===== config.mk =====
export PLATFORM = sky130hd
export DESIGN_NAME = ttw_seq
export DESIGN_NICKNAME = d
export VERILOG_FILES = /design/src/rtl/ttw_pkg.sv /design/src/rtl/ttw_addr.sv /design/src/rtl/ttw_seq.sv
export SDC_FILE = /design/constraint.sdc
export NUM_CORES = 1
export LEC_CHECK = 0
export BUFFER_PORTS_ARGS = -buffer_cell sky130_fd_sc_hd__buf_2
export CORE_ASPECT_RATIO = 1.4
export CORE_UTILIZATION = 40
export CTS_CLUSTER_SIZE = 12
export DETAILED_ROUTE_END_ITERATION = 16
export GPL_ROUTABILITY_DRIVEN = 0
export HOLD_SLACK_MARGIN = 0.06
export SLEW_MARGIN = 15
export SYNTH_ARGS = -nofsm -noshare
export SYNTH_HDL_FRONTEND = slang
export SYNTH_HIERARCHICAL = 1
export SYNTH_SLANG_ARGS = --single-unit

===== constraint.sdc =====
create_clock -name clk -period 4.2 [get_ports clk]
set_clock_uncertainty 0.15 [all_clocks]
set_input_delay 0.84 -clock clk [delete_from_list [all_inputs] [get_ports clk]]
set_output_delay 0.84 -clock clk [all_outputs]
set_load 0.1 [all_outputs]

===== src/rtl/ttw_pkg.sv =====
// ----------------------------------------------------------------------------
// Text-mode teletype writer package
// Shared types, codes and constants of the text-mode teletype writer.
// ----------------------------------------------------------------------------
`default_nettype none

package ttw_pkg;

  localparam int COLUMNS_DEF    = 80;
  localparam int ROWS_DEF       = 25;
  localparam int CELL_WIDTH     = 16;
  localparam int CELL_COUNT_DEF = COLUMNS_DEF * ROWS_DEF;
  localparam int POS_OUT_W      = 11;
  localparam int CFG_IDX_W      = 1;

  localparam logic [7:0]            BLANK_CHAR   = 8'h20;
  localparam logic [7:0]            NEWLINE_CHAR = 8'h0A;
  localparam logic [7:0]            BYTE_MASK    = 8'hFF;
  localparam logic [CELL_WIDTH-1:0] RESET_CELL   = {8'h00, BLANK_CHAR};

  localparam logic [7:0] TELETYPE_ATTR_RESET = 8'd10;
  localparam logic [7:0] BLANK_ATTR_RESET    = 8'd0;

  localparam logic [CFG_IDX_W-1:0] CFG_TELETYPE_ATTR = 1'd0;
  localparam logic [CFG_IDX_W-1:0] CFG_BLANK_ATTR    = 1'd1;

  typedef enum logic [1:0] {
    OP_TELETYPE = 2'd0,
    OP_PUT      = 2'd1,
    OP_CLEAR    = 2'd2,
    OP_READ     = 2'd3
  } op_t;

  typedef struct packed {
    op_t        operation;
    logic [7:0] char_code;
    logic [7:0] column;
    logic [7:0] row;
    logic [7:0] attribute;
  } in_item_t;

  typedef struct packed {
    logic [POS_OUT_W-1:0]  cursor_position;
    logic [CELL_WIDTH-1:0] cell_value;
  } out_item_t;

  typedef struct packed {
    logic [7:0] teletype_attribute;
    logic [7:0] blank_attribute;
  } cfg_t;

endpackage

`default_nettype wire


===== src/rtl/ttw_addr.sv =====
// ----------------------------------------------------------------------------
// Text-mode teletype writer address unit
// Shared multiply-add that turns a row and column into a linear position.
// ----------------------------------------------------------------------------
`default_nettype none

module ttw_addr
  import ttw_pkg::*;
#(
  parameter int COLUMNS = COLUMNS_DEF,
  parameter int ROW_W   = 5,
  parameter int COL_W   = 7,
  parameter int POS_W   = 11
) (
  input  wire logic [ROW_W-1:0] row,
  input  wire logic [COL_W-1:0] col,
  output logic      [POS_W-1:0] pos
);

  assign pos = POS_W'(row) * POS_W'(COLUMNS) + POS_W'(col);

endmodule

`default_nettype wire


===== src/rtl/ttw_seq.sv =====
// ----------------------------------------------------------------------------
// Text-mode teletype writer sequencer
// Runs each transaction through the shared address unit and the screen RAM,
// including the reset clearing pass, scroll copy, row blanking and clear.
// ----------------------------------------------------------------------------
`default_nettype none

module ttw_seq
  import ttw_pkg::*;
#(
  parameter int COLUMNS = COLUMNS_DEF,
  parameter int ROWS    = ROWS_DEF,
  localparam int CELL_COUNT = COLUMNS * ROWS,
  localparam int ADDR_W     = $clog2(CELL_COUNT)
) (
  input  wire logic                  clk,
  input  wire logic                  rst,
  input  wire logic                  in_valid,
  output logic                       in_stall,
  input  wire in_item_t              in_data,
  output logic                       out_valid,
  input  wire logic                  out_stall,
  output out_item_t                  out_data,
  input  wire cfg_t                  cfg,
  output logic                       ram_we,
  output logic      [ADDR_W-1:0]     ram_waddr,
  output logic      [CELL_WIDTH-1:0] ram_wdata,
  output logic      [ADDR_W-1:0]     ram_raddr,
  input  wire logic [CELL_WIDTH-1:0] ram_rdata
);

  localparam int POS_W      = $clog2(CELL_COUNT + 1);
  localparam int COL_W      = $clog2(COLUMNS + 1);
  localparam int ROW_W      = $clog2(ROWS);
  localparam int COPY_CELLS = (ROWS - 1) * COLUMNS;

  typedef enum logic [6:0] {
    S_INIT   = 7'b0000001,
    S_IDLE   = 7'b0000010,
    S_EXEC   = 7'b0000100,
    S_SCROLL = 7'b0001000,
    S_BLANK  = 7'b0010000,
    S_READ   = 7'b0100000,
    S_DONE   = 7'b1000000
  } state_t;

  state_t                  state;
  logic [ADDR_W-1:0]       idx;
  logic                    pend;
  logic [ADDR_W-1:0]       pend_addr;
  logic [COL_W-1:0]        cur_col;
  logic [ROW_W-1:0]        cur_row;
  logic                    work_done;
  in_item_t                item;
  logic [CELL_WIDTH-1:0]   read_value;

  logic                    in_grid;
  logic                    wrap;
  logic                    last_row;
  logic                    newline;
  logic                    use_cursor;
  logic [ROW_W-1:0]        au_row;
  logic [COL_W-1:0]        au_col;
  logic [POS_W-1:0]        pos;
  logic [ADDR_W-1:0]       cell_addr;
  logic [CELL_WIDTH-1:0]   blank_cell;

  assign in_grid = ({1'b0, item.column} < 9'(COLUMNS)) && ({1'b0, item.row} < 9'(ROWS));
  assign wrap       = cur_col == COL_W'(COLUMNS);
  assign last_row   = cur_row == ROW_W'(ROWS - 1);
  assign newline    = item.char_code == NEWLINE_CHAR;
  assign use_cursor = (state == S_DONE) || (item.operation == OP_TELETYPE);
  assign au_row     = use_cursor ? cur_row : item.row[ROW_W-1:0];
  assign au_col     = use_cursor ? cur_col : item.column[COL_W-1:0];
  assign cell_addr  = pos[ADDR_W-1:0];
  assign blank_cell = {cfg.blank_attribute & BYTE_MASK, BLANK_CHAR};
  assign in_stall   = state != S_IDLE;

  ttw_addr #(
    .COLUMNS (COLUMNS),
    .ROW_W   (ROW_W),
    .COL_W   (COL_W),
    .POS_W   (POS_W)
  ) u_addr (
    .row (au_row),
    .col (au_col),
    .pos (pos)
  );

  always_comb begin
    ram_we    = 1'b0;
    ram_waddr = cell_addr;
    ram_wdata = {cfg.teletype_attribute, item.char_code};
    ram_raddr = cell_addr;
    case (state)
      S_INIT: begin
        ram_we    = 1'b1;
        ram_waddr = idx;
        ram_wdata = RESET_CELL;
      end
      S_BLANK: begin
        ram_we    = 1'b1;
        ram_waddr = idx;
        ram_wdata = blank_cell;
      end
      S_SCROLL: begin
        ram_raddr = idx + ADDR_W'(COLUMNS);
        ram_we    = pend;
        ram_waddr = pend_addr;
        ram_wdata = ram_rdata;
      end
      S_EXEC: begin
        case (item.operation)
          OP_TELETYPE: ram_we = !work_done && !wrap && !newline;
          OP_PUT: begin
            ram_we    = !work_done && in_grid;
            ram_wdata = {item.attribute, item.char_code};
          end
          default: ram_we = 1'b0;
        endcase
      end
      default: ram_we = 1'b0;
    endcase
  end

  always_ff @(posedge clk) begin
    if (rst) begin
      state     <= S_INIT;
      idx       <= '0;
      pend      <= 1'b0;
      cur_col   <= '0;
      cur_row   <= '0;
      work_done <= 1'b0;
      out_valid <= 1'b0;
    end else begin
      if (out_valid && !out_stall && (state != S_DONE)) begin
        out_valid <= 1'b0;
      end
      case (state)
        S_INIT: begin
          if (idx == ADDR_W'(CELL_COUNT - 1)) begin
            idx   <= '0;
            state <= S_IDLE;
          end else begin
            idx <= idx + 1'b1;
          end
        end
        S_IDLE: begin
          if (in_valid) begin
            item       <= in_data;
            work_done  <= 1'b0;
            read_value <= '0;
            state      <= S_EXEC;
          end
        end
        S_EXEC: begin
          if (work_done) begin
            state <= S_DONE;
          end else begin
            case (item.operation)
              OP_TELETYPE: begin
                if (wrap || newline) begin
                  cur_col   <= '0;
                  work_done <= !wrap;
                  if (last_row) begin
                    idx   <= '0;
                    pend  <= 1'b0;
                    state <= S_SCROLL;
                  end else begin
                    cur_row <= cur_row + 1'b1;
                  end
                end else begin
                  cur_col <= cur_col + 1'b1;
                  state   <= S_DONE;
                end
              end
              OP_PUT: state <= S_DONE;
              OP_CLEAR: begin
                cur_col   <= '0;
                cur_row   <= '0;
                idx       <= '0;
                work_done <= 1'b1;
                state     <= S_BLANK;
              end
              default: state <= in_grid ? S_READ : S_DONE;
            endcase
          end
        end
        S_SCROLL: begin
          if (idx != ADDR_W'(COPY_CELLS)) begin
            pend      <= 1'b1;
            pend_addr <= idx;
            idx       <= idx + 1'b1;
          end else begin
            pend <= 1'b0;
            if (!pend) begin
              state <= S_BLANK;
            end
          end
        end
        S_BLANK: begin
          if (idx == ADDR_W'(CELL_COUNT - 1)) begin
            state <= S_EXEC;
          end else begin
            idx <= idx + 1'b1;
          end
        end
        S_READ: begin
          read_value <= ram_rdata;
          state      <= S_DONE;
        end
        S_DONE: begin
          if (!out_valid || !out_stall) begin
            out_valid                <= 1'b1;
            out_data.cursor_position <= POS_OUT_W'(pos);
            out_data.cell_value      <= read_value;
            state                    <= S_IDLE;
          end
        end
        default: state <= S_IDLE;
      endcase
    end
  end

endmodule

`default_nettype wire


==> qor.yml, run 1 <==
outcome:
  status: "complete, but fails checks"
  failed_checks: "setup timing"
power:
  p_leak_nw: 3.25
  p_per_area_mw_per_mm2: 491
  peakVddDrop_mv: 0.272
yosys:
  syn_inst: 517
  synth_adder_area_share_pct: 4.35
  synth_top_family_by_area: "simple AND/OR/NAND/NOR gates"
  ys.flop_type: "edfxtp_1"
  synth_edf_count: 88
  syn_avg_cell_area_um2: 11.3
  synth-async-reset-ratio_pct: 0
  yosysSeqAreaShare_pct: 56.8
  synth-seq-cells: 121
  synthSimpleGateAreaFrac_pct: 17.9
  yosysUniqueCellTypes: 63
  yosysWarningCount: 6
  synth_compound_area_share_pct: 12.8
  synth_xor_area_share_pct: 3.16
  synth.cell_area_mm2: 0.00582
  synthMuxAreaShare_pct: 1.72
  syn-num-nets: 606
worst_setup_path:
  critPathRequiredTime_ns: 3.21
  cp_data_arrival_time_ns: 3.57
  path_max_fanout: 6
  max_stage_delay_ns: 0.56
  crit_buf_inv: 2
  setup.worst_path.start_class: "flop"
  crit_family: "adder cells"
  worstSetupPathType: "flop to primary output"
  crit_path_end_kind: "primary output"
  crit_path_top_delay_cell: "fa_2"
  crit_chain: "nor3_4, and4b_2, nor2_4, mux2_4, ha_4, ha_4, fa_2, nand4_1, xnor2_1, xnor2_1, buf_4, nand2_4, nand2_8, buf_12"
global_routing:
  grt_pass1_vias: 4687
  grt_first_pass_wirelength_um: 24500
  grt_usage_pct: 21.5
  grt_max_degree: 35
  antenna_found_initial: 0
  grt_overflow_total: 0
drt:
  wire_per_inst_um: 17.6
  firstDrtPassIters: 5
  antenna_left: 0
  viasPerCell: 5.27
  drc: 0
  drt_wl_total_um: 15600
  num_vias: 4650
  drtIter0Drc: 262
timing:
  final.period_utilization_pct: 109
  hold_violations: 0
  slew_viol_final: 0
  fin_hold_ws_ns: 0.267
  period_needed_ns: 4.56
  tightest_slew_ns: 1.08
  setup_ws_ns: -0.357
  slew_headroom_pct: 28.0
  rsz0062_at_grt: "true"
  setup_viol: 6
  max_freq_ghz: 0.219
floorplan:
  start_util_pct: 41.4
  rows: 51
  io_pins: 138
  dieArea_mm2: 0.0150
  core_area_mm2: 0.0140
  die_w_um: 104
  dieHeight_um: 145
cells_and_area:
  multi_input_area_mm2: 0.00255
  drive_gt1_share_pct: 38.2
  area_growth_pct: 36.6
  register_area_mm2: 0.00331
  nFillCells: 1216
  final_util_pct: 56.6
  stdcell_area_mm2: 0.00794
  fin_nets: 773
  antennaDiodeCount: 0
  finalNonFillerCells: 882
clock_network:
  clock_sinks: 121
  cts_max_path_buffers: 2
  htree_levels: 4
  cts_buffers: 17
  clock-root-buffer: "clkbuf_16"
  clk_pin_slew_ns: 0.06
  holdBufCountCts: 0
  cts_tree: "yes"
  insertion_delay_ns: 0.42
place:
  dp_hpwl_um: 11400
  place_inst: 841
  placement.io_buffers: 137
  place_area_mm2: 0.00707
  pre_cts_slack_ns: -0.132
flow_run:
  cap_violations: 0
worst_hold_path:
  worstHoldPathType: "flop to flop"
## power breakdown
group	internal [mW]	switching [mW]
Combinational	0.280	0.790
Clock	0.944	0.564
Sequential	1.30	0.0195
## cell type report
cell class / count / share of cell area (%)
multi-input combinational: 353 / 32.1
tap: 185 / 2.91
timing repair buffer: 177 / 14.9
inverter: 14 / 0.662
clock buffer: 17 / 5.36
sequential: 121 / 41.7
clock inverter: 15 / 2.35
## state kept, by name, indices dropped and copies added, names as in the netlist
register / count
cur_col: 7
pend_addr: 11
out_data: 27
item: 34
cur_row: 5
out_valid: 1
work_done: 1
state: 7
read_value: 16
pend: 1
idx: 11
## synthesized netlist by cell type (3+ instances only)
| library cell | count | area share, % |
|---|---|---|
| a21oi_1 | 16 | 1.4 |
| dfxtp_1 | 33 | 11 |
| nor2b_1 | 3 | 0.32 |
| o21ai_0 | 21 | 1.8 |
| ha_1 | 17 | 3.7 |
| and2_1 | 16 | 1.7 |
| xnor2_1 | 7 | 1.1 |
| a22o_1 | 7 | 1.1 |
| nand2_1 | 78 | 5.0 |
| and4b_1 | 4 | 0.69 |
| or2_2 | 4 | 0.43 |
| nand4_1 | 8 | 0.86 |
| nor3_1 | 7 | 0.60 |
| buf_1 | 3 | 0.19 |
| nor2_1 | 32 | 2.1 |
| nor4_1 | 5 | 0.54 |
| a222oi_1 | 7 | 1.2 |
| inv_1 | 13 | 0.84 |
| xor2_1 | 14 | 2.1 |
| buf_4 | 6 | 0.77 |
| a32o_1 | 5 | 0.86 |
| a22oi_1 | 14 | 1.8 |
| mux2_2 | 8 | 1.5 |
| clkbuf_1 | 19 | 1.2 |
| nand3_1 | 11 | 0.95 |
| nand3b_1 | 4 | 0.52 |
| o21ai_1 | 6 | 0.52 |
| edfxtp_1 | 88 | 45 |
| a21o_1 | 5 | 0.65 |
| and3_1 | 8 | 0.86 |
| nand4b_1 | 5 | 0.75 |
## path summary, 6_finish.rpt
kind                          startpoint                endpoint  slack (ns)  depth (start not counted)
max                state[0]$_SDFFE_PP1P_           ram_waddr[10]       -0.36                         14
min          read_value[0]$_SDFFCE_PP0P_   out_data[0]$_DFFE_PP_        0.27                          0
max reg2reg        state[0]$_SDFFE_PP1P_  out_data[26]$_DFFE_PP_        1.02                         11
min reg2reg  read_value[0]$_SDFFCE_PP0P_   out_data[0]$_DFFE_PP_        0.27                          0
## cells by family (layout without fill, tap and decap cells)
kind of cell    Yosys count  in the layout
compound gates          103            103
xor+xnor                 21             21
fa+ha+maj                19             19
buf+inv                  43            223
flops                   121            121
mux                       9              9
simple gates            201            201
## placed cells by master (no fill, tap or decap), types with 5 or more instances in the layout
master     instances
o21ai_1            7
a22oi_1           14
o21ai_0           14
nand4_1            8
a222oi_1           7
edfxtp_1          88
a21o_1             5
buf_6              5
buf_2            124
and3_1             8
buf_12            12
ha_1              13
mux2_2             5
nor3_1             7
nor2_1            29
nand3_1           11
and2_1            16
clkbuf_16         17
a22o_1             7
a32o_1             5
xnor2_1            5
dfxtp_1           28
nand2_2            5
nand4b_1           5
inv_1             13
inv_6              6
nor4_1             5
nand2_1           70
buf_4             35
xor2_1            11
a21oi_1           15
o21ai_2            5
## metrics by stage
step / power (mW) / setup TNS (ns)
3_5_place_dp: 2.39 / -0.232
4_1_cts: 3.90 / -1.62
5_1_grt: 4.03 / -2.12
2_1_floorplan: 2.10 / -0.0340
3_3_place_gp: 2.37 / -0.0835
6_report: 3.90 / -1.17
## routing by layer
metal  vias up  track usage, %  wire (um)
met3        19            4.39        673
li1       2258               -          -
met1      2242            24.0       6170
met5         -               0          0
met4         0            8.12        231
met2       131            40.4       8480
## repair_timing
item                       in CTS  in global routing
resized for setup              19                 21
pin swaps                      13                 14
setup buffers                   6                  3
setup endpoints to repair      11                 10
(Power assumes the default switching activity.)
==> run 2: changes to the inputs <==
--- a/config.mk
+++ b/config.mk
@@ -12,6 +12,7 @@
 export DETAILED_ROUTE_END_ITERATION = 16
 export GPL_ROUTABILITY_DRIVEN = 0
 export HOLD_SLACK_MARGIN = 0.06
+export MAX_ROUTING_LAYER = met4
 export SLEW_MARGIN = 15
 export SYNTH_ARGS = -nofsm -noshare
 export SYNTH_HDL_FRONTEND = slang
==> qor.yml, run 2 (synthesis gave the netlist of run 1 again) <==
drt:
  num_vias: 4623
  drc: 0
  firstDrtPassIters: 5
  wire_per_inst_um: 17.7
  viasPerCell: 5.24
  drt_wl_total_um: 15600
  drtIter0Drc: 246
  antenna_left: 0
worst_setup_path:
  crit_chain: "nor3_4, and4b_2, nor2_4, mux2_4, ha_4, ha_4, fa_2, nand4_1, xnor2_1, xnor2_1, buf_4, nand2_4, nand2_8, buf_12"
  setup.worst_path.start_class: "flop"
  worstSetupPathType: "flop to primary output"
  cp_data_arrival_time_ns: 3.57
  path_max_fanout: 6
  critPathRequiredTime_ns: 3.21
  crit_path_end_kind: "primary output"
  max_stage_delay_ns: 0.56
  crit_path_top_delay_cell: "fa_2"
timing:
  hold_violations: 0
  tightest_slew_ns: 1.07
  rsz0062_at_grt: "true"
  setup_viol: 6
  period_needed_ns: 4.56
  max_freq_ghz: 0.219
  slew_viol_final: 0
  setup_tns_ns: -1.20
  slew_headroom_pct: 28.6
  setup_ws_ns: -0.361
  final.period_utilization_pct: 109
clock_network:
  insertion_delay_ns: 0.42
  clock_sinks: 121
  clk_pin_slew_ns: 0.06
  holdBufCountCts: 0
  htree_levels: 4
  clock-root-buffer: "clkbuf_16"
  cts_max_path_buffers: 2
  cts_buffers: 17
  cts_tree: "yes"
place:
  place_area_mm2: 0.00707
  placement.io_buffers: 137
  dp_hpwl_um: 11400
power:
  p_sw_mw: 1.38
  pwr-share-seq_pct: 33.9
  power_mw: 3.90
  netSwitchingFraction_pct: 35.3
  p_leak_nw: 3.25
  internal_power_mw: 2.53
  combPwrFrac_pct: 27.4
  peakVddDrop_mv: 0.273
  p_per_area_mw_per_mm2: 491
  clockPowerShare_pct: 38.8
floorplan:
  io_pins: 138
  rows: 51
  dieHeight_um: 145
  core_area_mm2: 0.0140
  die_w_um: 104
  start_util_pct: 41.4
  dieArea_mm2: 0.0150
cells_and_area:
  area_growth_pct: 36.6
  drive_gt1_share_pct: 38.2
  regMostFlops: "item"
  reg.largest.list: "item (34), out_data (27), read_value (16)"
  layout_commonest_cell: "buf_2"
  antennaDiodeCount: 0
  stdcell_area_mm2: 0.00794
  fin_nets: 773
  largest_reg_flops: 34
  final_util_pct: 56.6
  final_cell_mix: "124 x buf_2, 88 x edfxtp_1, 70 x nand2_1"
outcome:
  status: "complete, but fails checks"
  failed_checks: "setup timing"
flow_run:
  cap_violations: 0
global_routing:
  met3_usage_pct: 3.94
  busiest_layer: "met2"
  gr-usage-met2_pct: 40.4
  grt_pass1_vias: 4697
  grt_overflow_total: 0
  grt_use_met1_pct: 23.9
  grt_first_pass_wirelength_um: 24500
  antenna_found_initial: 0
  grt_max_degree: 35
  grt_usage_pct: 22.1
worst_hold_path:
  worstHoldPathType: "flop to flop"
-- run 2: worst max-delay path, delay by kind of cell (launching register included) --
| kind | cells | cell delay, ns |
|---|---|---|
| buf+inv | 2 | 0.34 |
| fa+ha+maj | 3 | 0.95 |
| xor+xnor | 2 | 0.39 |
| simple gates | 6 | 0.79 |
| mux | 1 | 0.34 |
| flops | 1 | 0.33 |
-- run 2: timing repair --
item | 4_1_cts | 5_1_grt
endpoints found under the setup margin | 11 | 10
pin swaps | 13 | 14
resized for setup | 19 | 21
setup buffers | 6 | 3
-- run 2: worst paths after layout --
path                            cells past startpoint                     end  slack (ns)                         start
worst max-delay path                               14           ram_waddr[10]       -0.36         state[0]$_SDFFE_PP1P_
worst min register to register                      0  out_data[10]$_DFFE_PP_        0.27  read_value[10]$_SDFFCE_PP0P_
worst min-delay path                                0  out_data[10]$_DFFE_PP_        0.27  read_value[10]$_SDFFCE_PP0P_
worst max register to register                     11  out_data[26]$_DFFE_PP_        1.02         state[0]$_SDFFE_PP1P_
-- run 2: area by class of cell --
| type | count | area [um2] |
|---|---|---|
| clock buffers | 17 | 425 |
| clock inverters | 15 | 186 |
| inverters | 14 | 52.6 |
| multi-input cells | 353 | 2550 |
| fillers | 1216 | 6090 |
| flip-flops and latches | 121 | 3310 |
| well taps | 185 | 231 |
| repair buffers | 177 | 1190 |
-- run 2: stage by stage --
| stage | std cells | worst slack, ns | hold WS (ns) |
|---|---|---|---|
| global route | 882 | -0.491 | 0.269 |
| finish | 882 | -0.361 | 0.265 |
| global placement | 841 | -0.0642 | 0.251 |
| floorplan | 517 | -0.0340 | 0.250 |
| detailed placement | 841 | -0.132 | 0.255 |
| CTS | 879 | -0.376 | 0.265 |
-- run 2: metal layers --
layer | part of all wire (%) | up-vias
li1 | - | 2254
met1 | 40 | 2241
met2 | 54 | 107
met3 | 4.2 | 21
met4 | 1.6 | 0
met5 | 0 | -
-- run 2: power groups by stage --
stage               logic, mW  clock network (mW)  registers (mW)
floorplan               0.755                   0            1.35
global placement         1.03                   0            1.35
detailed placement       1.04                   0            1.35
CTS                      1.05                1.53            1.32
global route             1.12                1.58            1.32
finish                   1.07                1.51            1.32
==> run 3: changes to the inputs <==
--- a/config.mk
+++ b/config.mk
@@ -6,6 +6,7 @@
 export NUM_CORES = 1
 export LEC_CHECK = 0
 export BUFFER_PORTS_ARGS = -buffer_cell sky130_fd_sc_hd__buf_2
+export CAP_MARGIN = 10
 export CORE_ASPECT_RATIO = 1.4
 export CORE_UTILIZATION = 40
 export CTS_CLUSTER_SIZE = 12
@@ -13,8 +14,8 @@
 export GPL_ROUTABILITY_DRIVEN = 0
 export HOLD_SLACK_MARGIN = 0.06
 export MAX_ROUTING_LAYER = met4
+export PLACE_DENSITY = 0.65
 export SLEW_MARGIN = 15
 export SYNTH_ARGS = -nofsm -noshare
 export SYNTH_HDL_FRONTEND = slang
-export SYNTH_HIERARCHICAL = 1
 export SYNTH_SLANG_ARGS = --single-unit
==> qor.yml, run 3 <==
cells_and_area:
  multi_input_area_mm2: 0.00277
  final_cell_mix: "124 x buf_2, 88 x edfxtp_1, 54 x nand2_1"
  antennaDiodeCount: 0
  nFillCells: 1240
  drive_gt1_share_pct: 35.1
  fin_nets: 819
  layout_commonest_cell: "buf_2"
  largest_reg_flops: 34
  register_area_mm2: 0.00331
  area_growth_pct: 36.3
  stdcell_area_mm2: 0.00817
  reg.largest.list: "item (34), out_data (27), read_value (16)"
  regMostFlops: "item"
drt:
  drtIter0Drc: 412
  antenna_left: 0
  viasPerCell: 5.52
  num_vias: 5149
  drc: 0
  firstDrtPassIters: 5
  drt_wl_total_um: 16300
  wire_per_inst_um: 17.5
global_routing:
  grt_usage_pct: 22.4
  grt_overflow_total: 0
  grt_max_degree: 35
  grt_first_pass_wirelength_um: 26100
  grt_pass1_vias: 5219
  antenna_found_initial: 0
power:
  p_per_area_mw_per_mm2: 404
  p_leak_nw: 3.29
  power_mw: 3.30
  peakVddDrop_mv: 0.278
yosys:
  synth_area_leaders: "edfxtp_1 44%, dfxtp_1 11%, ha_1 3.6%"
  yosysMostFrequentCell: "edfxtp_1"
  synth.cell_area_mm2: 0.00599
  ys.flop_type: "edfxtp_1"
  syn_avg_cell_area_um2: 10.6
  yosysSeqAreaShare_pct: 55.1
  synth_common_cells: "88 x edfxtp_1, 56 x nand2_1, 40 x a21oi_1"
  syn-num-nets: 654
  yosysUniqueCellTypes: 61
  synth-async-reset-ratio_pct: 0
  yosysWarningCount: 0
  yosys.area.top_type: "edfxtp_1"
  synth-seq-cells: 121
  yosys.area.top_type_share_pct: 44.1
  synth_edf_count: 88
  syn_inst: 565
worst_hold_path:
  worstHoldPathType: "flop to flop"
clock_network:
  clock-root-buffer: "clkbuf_16"
  cts_tree: "yes"
  cts_buffers: 17
  clk_pin_slew_ns: 0.06
  cts_max_path_buffers: 2
  htree_levels: 4
  holdBufCountCts: 0
  insertion_delay_ns: 0.41
  clock_sinks: 121
timing:
  slew_headroom_pct: 32.8
  hold_violations: 0
  max_freq_ghz: 0.194
  setup_viol: 11
  tightest_slew_ns: 1.00
  setup_ws_ns: -0.942
  fin_hold_ws_ns: 0.262
  rsz0062_at_grt: "true"
  period_needed_ns: 5.14
  final.period_utilization_pct: 122
  slew_viol_final: 0
worst_setup_path:
  worstSetupPathType: "flop to primary output"
  max_stage_delay_ns: 0.56
  crit_path_end_kind: "primary output"
  cp_data_arrival_time_ns: 4.15
  crit_path_top_delay_cell: "fa_2"
  path_max_fanout: 8
  setup.worst_path.start_class: "flop"
  critPathRequiredTime_ns: 3.21
  crit_chain: "nor4_4, nand4bb_1, nor2b_4, mux2_4, ha_4, ha_4, fa_2, nand2_2, or4_4, a21boi_4, a2111oi_4, xor2_2, a21oi_4, buf_12"
  path_common_cell: "ha_4"
flow_run:
  cap_violations: 0
floorplan:
  rows: 52
  dieArea_mm2: 0.0155
  core_area_mm2: 0.0146
  die_w_um: 105
  dieHeight_um: 147
  start_util_pct: 41.1
  io_pins: 138
place:
  pre_cts_slack_ns: -0.731
  placement.io_buffers: 137
  place_area_mm2: 0.00741
  dp_hpwl_um: 12300
outcome:
  failed_checks: "setup timing"
  status: "complete, but fails checks"
[run 3: per-layer routing]
metal	wire (um)	GRT usage, %
met1	6250	24.8
met3	864	4.13
met2	8560	38.1
met4	616	12.0
met5	0	-
[run 3: timing repair]
action,4_1_cts,5_1_grt
buffers inserted,5,2
endpoints found under the setup margin,13,12
gates resized for setup,27,7
pin swaps,8,12
[run 3: logic make-up (layout without fill, tap and decap cells)]
logic type | Yosys count | after routing | share of synthesized area [%]
buffers and inverters | 56 | 234 | 3.78
muxes | 9 | 9 | 1.61
xor gates and xnor gates | 15 | 15 | 2.19
adders and majority gates | 19 | 19 | 4.22
DFF | 121 | 121 | 55.1
and+or+nand+nor | 217 | 217 | 19.7
AOI/OAI and AO/OA | 128 | 128 | 13.4
[run 3: per-stage QoR]
stage | setup TNS [ns] | utilization (%) | instances
2_1_floorplan | -2.44 | - | 565
4_1_cts | -3.95 | 55.8 | 931
3_3_place_gp | -1.57 | 50.8 | 896
5_1_grt | -5.81 | 56.0 | 932
6_report | -4.43 | 56.0 | 932
3_5_place_dp | -2.41 | 50.8 | 896
[run 3: cell type report]
cell class	instances	area share [%]
Multi-Input combinational cell	388	33.9
Clock inverter	14	1.70
Clock buffer	18	5.26
Tap cell	189	2.90
Inverter	26	1.20
Timing Repair Buffer	176	14.6
Sequential cell	121	40.5
[run 3: critical path: cells and delay by family (launching register included)]
kind | cells | cell delay (ns)
and+or+nand+nor | 5 | 1.21
AOI/OAI and AO/OA | 3 | 0.35
xor gates and xnor gates | 1 | 0.36
buffers and inverters | 1 | 0.18
adders and majority gates | 3 | 0.95
DFF | 1 | 0.34
muxes | 1 | 0.34
[run 3: final timing paths]
| check | startpoint | endpoint | slack (ns) | cells past startpoint |
|---|---|---|---|---|
| worst max register to register | state[4]$_SDFFE_PP0P_ | out_data[26]$_DFFE_PP_ | 0.26 | 13 |
| worst max-delay path | state[4]$_SDFFE_PP0P_ | ram_raddr[10] | -0.94 | 14 |
| worst min-delay path | read_value[2]$_SDFFCE_PN0P_ | out_data[2]$_DFFE_PP_ | 0.26 | 0 |
| worst min register to register | read_value[2]$_SDFFCE_PN0P_ | out_data[2]$_DFFE_PP_ | 0.26 | 0 |
[run 3: power by group]
group | internal [mW] | leakage (nW) | total, mW | switching, mW
clock | 0.826 | 0.270 | 1.38 | 0.552
combinational | 0.155 | 1.92 | 0.622 | 0.467
sequential | 1.28 | 1.10 | 1.30 | 0.0177
